`config.mk`:
```
export PLATFORM = sky130hd
export DESIGN_NAME = rmp_ctrl
export DESIGN_NICKNAME = d
export VERILOG_FILES = /design/src/rtl/rmp_pkg.sv /design/src/rtl/rmp_ctrl.sv
export SDC_FILE = /design/constraint.sdc
export NUM_CORES = 1
export LEC_CHECK = 0
export BUFFER_PORTS_ARGS = -buffer_cell sky130_fd_sc_hd__buf_4
export CAP_MARGIN = 20
export CORE_AREA = 2 2 39 41
export CTS_BUF_LIST = sky130_fd_sc_hd__clkbuf_8
export CTS_CLUSTER_SIZE = 28
export DETAILED_ROUTE_END_ITERATION = 6
export DIE_AREA = 0 0 41 43
export HOLD_SLACK_MARGIN = 0.15
export PLACE_DENSITY_LB_ADDON = 0.15
export SKIP_LAST_GASP = 1
export SLEW_MARGIN = 20
export SYNTH_ARGS = -nofsm -noshare
export SYNTH_HDL_FRONTEND = slang
export SYNTH_SLANG_ARGS = --single-unit
```
`constraint.sdc`:
```
create_clock -name clk -period 2.1 [get_ports clk]
set_clock_uncertainty 0.1 [all_clocks]
set_input_delay 0.105 -clock clk [delete_from_list [all_inputs] [get_ports clk]]
set_output_delay 0.105 -clock clk [all_outputs]
set_load 0.01 [all_outputs]
```
`src/rtl/rmp_pkg.sv`:
```
`timescale 1ns / 1ps
`default_nettype none
// ----------------------------------------------------------------------------
// rmp_pkg
// Shared types and constants of the region-of-interest max pooling unit.
// ----------------------------------------------------------------------------
package rmp_pkg;

  // field widths fixed by the interface
  localparam int CFG_IDX_W  = 3;
  localparam int CFG_DATA_W = 16;
  localparam int CHAN_W     = 3;
  localparam int POS_W      = 6;
  localparam int VAL_W      = 16;
  localparam int COORD_W    = 16;
  localparam int IDX_W      = 13;
  localparam int BIN_W      = 3;

  // configuration register indexes
  localparam logic [CFG_IDX_W-1:0] REG_SCALE      = 3'd0;
  localparam logic [CFG_IDX_W-1:0] REG_POOL_ROWS  = 3'd1;
  localparam logic [CFG_IDX_W-1:0] REG_POOL_COLS  = 3'd2;
  localparam logic [CFG_IDX_W-1:0] REG_MAP_HEIGHT = 3'd3;
  localparam logic [CFG_IDX_W-1:0] REG_MAP_WIDTH  = 3'd4;

  // configuration reset values
  localparam logic [15:0] SCALE_RST = 16'd4096;
  localparam logic [3:0]  POOL_RST  = 4'd7;
  localparam logic [6:0]  MAP_RST   = 7'd64;

  // opcodes
  localparam logic OP_WRITE = 1'b0;
  localparam logic OP_QUERY = 1'b1;

  // coordinate select codes for the scaling multiplier
  localparam logic [1:0] CRD_XS = 2'd0;
  localparam logic [1:0] CRD_YS = 2'd1;
  localparam logic [1:0] CRD_XE = 2'd2;
  localparam logic [1:0] CRD_YE = 2'd3;

  // commands from controller to datapath
  typedef struct packed {
    logic       write;
    logic       query_load;
    logic       scale_go;
    logic [1:0] scale_idx;
    logic       size_calc;
    logic       div_start;
    logic       edges_init;
    logic       bin_start;
    logic       scan;
    logic       emit;
    logic       next_row;
    logic       next_col;
  } rmp_cmd_t;

  // status from datapath to controller
  typedef struct packed {
    logic div_done;
    logic bin_empty;
    logic scan_last;
    logic out_free;
    logic last_row;
    logic last_col;
  } rmp_status_t;

endpackage
`default_nettype wire

```
`src/rtl/rmp_ctrl.sv`:
```
`timescale 1ns / 1ps
`default_nettype none
// ----------------------------------------------------------------------------
// rmp_ctrl
// Sequencer: scales the region, sizes the bins, scans each bin and hands
// each bin result to the output register.
// ----------------------------------------------------------------------------
module rmp_ctrl (
  input  wire logic                 clk,
  input  wire logic                 rst,
  input  wire logic                 in_valid,
  input  wire logic                 opcode,
  output logic                      in_stall,
  output rmp_pkg::rmp_cmd_t         cmd,
  input  wire rmp_pkg::rmp_status_t status
);
  import rmp_pkg::*;

  typedef enum logic [2:0] {
    IDLE, SCALE, SIZE, DIV_GO, DIV_WAIT, BIN_SETUP, SCAN, EMIT
  } state_t;

  state_t     state, state_next;
  logic [2:0] scnt;
  logic       drain, drain_next;

  assign in_stall = (state != IDLE);

  // command decode and next state
  always_comb begin
    cmd        = '0;
    state_next = state;
    drain_next = 1'b0;
    case (state)
      IDLE: begin
        cmd.write = in_valid && (opcode == OP_WRITE);
        if (in_valid && (opcode == OP_QUERY)) begin
          cmd.query_load = 1'b1;
          state_next     = SCALE;
        end
      end
      SCALE: begin
        cmd.scale_go  = (scnt < 3'd4);
        cmd.scale_idx = scnt[1:0];
        if (scnt == 3'd4) state_next = SIZE;
      end
      SIZE: begin
        cmd.size_calc = 1'b1;
        state_next    = DIV_GO;
      end
      DIV_GO: begin
        cmd.div_start = 1'b1;
        state_next    = DIV_WAIT;
      end
      DIV_WAIT: begin
        if (status.div_done) begin
          cmd.edges_init = 1'b1;
          state_next     = BIN_SETUP;
        end
      end
      BIN_SETUP: begin
        cmd.bin_start = 1'b1;
        state_next    = status.bin_empty ? EMIT : SCAN;
      end
      SCAN: begin
        cmd.scan = 1'b1;
        if (status.scan_last) begin
          state_next = EMIT;
          drain_next = 1'b1;
        end
      end
      EMIT: begin
        // the drain flag holds off emit until the last read has reached the compare
        if (!drain && status.out_free) begin
          cmd.emit = 1'b1;
          if (status.last_row && status.last_col) begin
            state_next = IDLE;
          end else if (status.last_col) begin
            cmd.next_row = 1'b1;
            state_next   = BIN_SETUP;
          end else begin
            cmd.next_col = 1'b1;
            state_next   = BIN_SETUP;
          end
        end
      end
      default: state_next = IDLE;
    endcase
  end

  // state and step counter
  always_ff @(posedge clk) begin
    if (rst) begin
      state <= IDLE;
      scnt  <= '0;
      drain <= 1'b0;
    end else begin
      state <= state_next;
      drain <= drain_next;
      if (state == SCALE) scnt <= 3'(scnt + 3'd1);
      else scnt <= '0;
    end
  end

endmodule
`default_nettype wire

```
After elaboration in Yosys (flattened, before gate mapping). Index checks and enable logic that the tools add are counted.

Flip-flop bits (word level): 7. Input port bits: 10. Output and inout port bits: 14. Logic and storage cells: 54.

Add/sub/neg operators: 1. Order comparisons: 1. Equality and inequality tests: 13. Multiplexer cells: 23. Bitwise logic cells: 3. Reductions and logical operators: 10.

Operators with widths (count): two-way mux 3 bit (9); one-hot mux 3 bit (8 select lines) (1); equality test 3 bit (second input constant) (5); two-way mux 1 bit (11); != test 2 bit (second input constant) (5); equality test 3 x 2 -> 1 bit (second input constant) (2); AND reduction 5 bit (1); logical AND 1 bit (4); two-way mux 2 bit (2); OR reduction 2 bit (2); adder 3 x 1 -> 3 bit (second input constant) (1); equality test 3 x 1 -> 1 bit (second input constant) (1); logical NOT 3 bit (1); < comparator 3 bit (second input constant) (1); NOT 1 bit (3); nonzero test 3 bit (1); logical NOT 1 bit (1).

Logic depth before layout (Yosys ltp).
Depth in word-level cells: 4. Gate-level depth with buffers: 5. Depth with buffers taken out: 5.

Worst setup path after synthesis. OpenSTA, ideal clock, no wires.

Path kind: reg-to-reg. Start point: register scnt[0]. End point: register state[0]. Setup time: 0.103 ns. Data arrival time: 1.189 ns. Data required time: 1.897 ns. Slack: 0.707 ns. Cell stages (with the launch flop): 6. Buffers on the path: 0. Period minus slack after synthesis: 1.393 ns. Cell sequence: dfxtp_1 -> inv_1 -> ha_1 -> a211oi_1 -> a311oi_1 -> a2111oi_2.

Cells in the longest elaborated chain, start to end: 3.

RTL lines: start, declared (line rmp_ctrl.sv:24) `logic [2:0] scnt;`; start signal, assigned (line rmp_ctrl.sv:100) `if (state == SCALE) scnt <= 3'(scnt + 3'd1);`; equality test 3 bit (line rmp_ctrl.sv:45) `if (scnt == 3'd4) state_next = SIZE;`; != test 2 bit (no source line); AND reduction 5 bit (no source line); end signal, assigned (line rmp_ctrl.sv:98) `state <= state_next;`; end, declared (line rmp_ctrl.sv:23) `state_t state, state_next;`.

Every way passes these cells. A chain may end at the register's enable or synchronous reset.

==> qor.yml <==
syn_avg_cell_area_um2: 8.02
powerDensity_nw_per_um2: 524
vias: 450
synth.top_cell.area_share: 0.286
postCtsSetupBuffers: 0
drt-pass1-iter-count: 4
synth-seq-cells: 7
core.rowCount: 14
syn-num-nets: 73
clock.fmax_ghz: 0.565
crit_slowest_cell: "dfxtp_1"
tightest_slew_ns: 0.487
drt_wl_total_um: 967
core_area_um2: 1380
ys_top_cells_by_area: "dfxtp_1 (29%), buf_6 (6.9%), nor2_1 (5.4%)"
placed_area_um2: 637
critPathKind: "reg -> out"
synthMuxAreaShare: 0
worstHoldPathType: "in -> reg"
fill_cells: 133
grt_max_degree: 17
hold_viol: 0
grt_pass1_vias: 383
clk_path_buf_depth: 2
dp_hpwl_um: 739
syn2layout_area_growth_pct: 43.5
finalCritPeriodShare: 0.842
ys_types: 29
grt_remaining_overflow: 0
hold_ws_ns: 0.184
critPathMaxFanout: 16
synthAdderAreaFrac: 0.0512
syn_inst: 61
wire_per_inst_um: 9.57
synth_area_um2: 489
grt_antenna_before_repair: 0
worst_slack_ns: 0.331
path_cells: "nand3_1 > or2_1 > nor3b_2 > buf_4"
fin_cells: 101
async_flop_share: 0
synth_top_family_by_area: "simple AND/OR/NAND/NOR gates"
cp.arrival_ns: 1.56
path_clk_slew_ns: 0.04
crit_path_max_incr_delay_ns: 0.62
viasPerCell: 4.46
post-route-util: 0.507
period_minus_slack_ns: 1.77
setup_violations: 0
ff2ff_setup_slack_ns: 0.59
yosys.area.top_type: "dfxtp_1"
synth_xor_area_frac: 0.0179
initial_core_util: 0.354
die_x_um: 41
die_h_um: 43
outcome: "finished, final reports clean"
yosysSeqAreaShare: 0.286
seqCellArea_um2: 140
met2_usage: 0.169
ios: 24
grt_pass1_wl_um: 1470
ant_nets: 0
synthSimpleGateAreaFrac: 0.399
nets: 98
port_buffers: 23
netlist_top_cells_count: "dfxtp_1 (7), nor2_1 (7), nand2_1 (5), nor3_1 (5), inv_1 (4)"
critical_path_buf_inv_count: 1
synth_warnings: 0
cts_buffers: 3
root_buffer: "clkbuf_8"
multi_input_area_um2: 285
clock_latency_ns: 0.22
grt_setup_unrepaired: "false"
dp_slack_ns: 0.572
p_leak_nw: 0.319
n_antenna_cell: 0
slew_headroom: 0.675
drv_slew: 0
gr-usage-met3: 0.0157
crit_required_ns: 1.89
grt-busiest-layer: "met2"
finalInstanceArea_um2: 702
finalSetupTns_ns: 0
fin_total_pwr_mw: 0.368
synth-compound-area-share: 0.115
gr-usage-all-layers: 0.118
cts.sinks: 7
drt_iter0_drc: 7
critPathCaptureType: "output port"
grt_use_met1: 0.167
worstSetupStartpointType: "flop"
max-cap-violations: 0
cpLargestDelayFamily: "flip-flops"
synth-edff-count: 0
irDropWorstVdd_mv: 0.302
routabilityCongestion: 0.731
htreeDepth: 1
cts_tree: "built"
die_area_um2: 1760
drc: 0
dp_cells: 95
drive_above_1_share: 0.376
synth-main-ff-cell: "dfxtp_1"
metal layers:
metal / routed length (um) / share of wire / up-vias
met5: 0 / 0 / -
met4: 0 / 0 / 0
met3: 77 / 0.080 / 0
met2: 422 / 0.44 / 16
met1: 467 / 0.48 / 181
li1: - / - / 253
state kept, by name, summed over array words and instances, names as in the netlist:
| register | count |
|---|---|
| drain | 1 |
| scnt | 3 |
| state | 3 |
cell type report:
cell class	instances	share of cell area
Tap cell	16	0.0285
Sequential cell	7	0.200
Clock inverter	1	0.00535
Inverter	5	0.0267
Timing Repair Buffer	25	0.275
Clock buffer	3	0.0588
Multi-Input combinational cell	44	0.406
cell families after synthesis:
group | after synthesis
and+or+nand+nor | 34
buffers and inverters | 10
xor gates and xnor gates | 1
adders and majority gates | 2
DFF | 7
AOI/OAI and AO/OA | 7
final timing paths:
check / startpoint / to / cells after the start
min reg2reg: scnt[0]$_SDFF_PP0_ / scnt[0]$_SDFF_PP0_ / 1
min: in_valid / state[0]$_SDFFE_PP0P_ / 3
max: state[1]$_SDFFE_PP0P_ / cmd[1] / 4
max reg2reg: scnt[0]$_SDFF_PP0_ / state[0]$_SDFFE_PP0P_ / 5
repair_timing:
item                                    CTS  global route
gates resized for setup                   0             0
endpoints found under the setup margin    0             0
hold buffers                              2             0
hold endpoints to repair                  7             0
tightest hold or removal path: cells and delay by family:
| kind | cells | cell delay (ns) |
|---|---|---|
| buffers and inverters | 1 | 0.11 |
| AO/OA/AOI/OAI | 2 | 0.23 |
placed cells by master, fill, tap and decap left out, types with 2 or more instances in the layout:
master / count
buf_4: 23
nor2_1: 7
dfxtp_1: 7
nand2_1: 5
inv_1: 5
nor3_1: 5
clkbuf_8: 3
nor3b_1: 2
nand2b_1: 2
nand3_1: 2
nor3b_2: 2
nor2b_1: 2
a21oi_1: 2
ha_1: 2
dlygate4sd3_1: 2
report_power, final:
part	internal (mW)	switching, mW
Sequential	0.136	0.00358
Combinational	0.0270	0.0217
Clock	0.126	0.0535
Note: power is estimated with default switching activity, not from simulation.
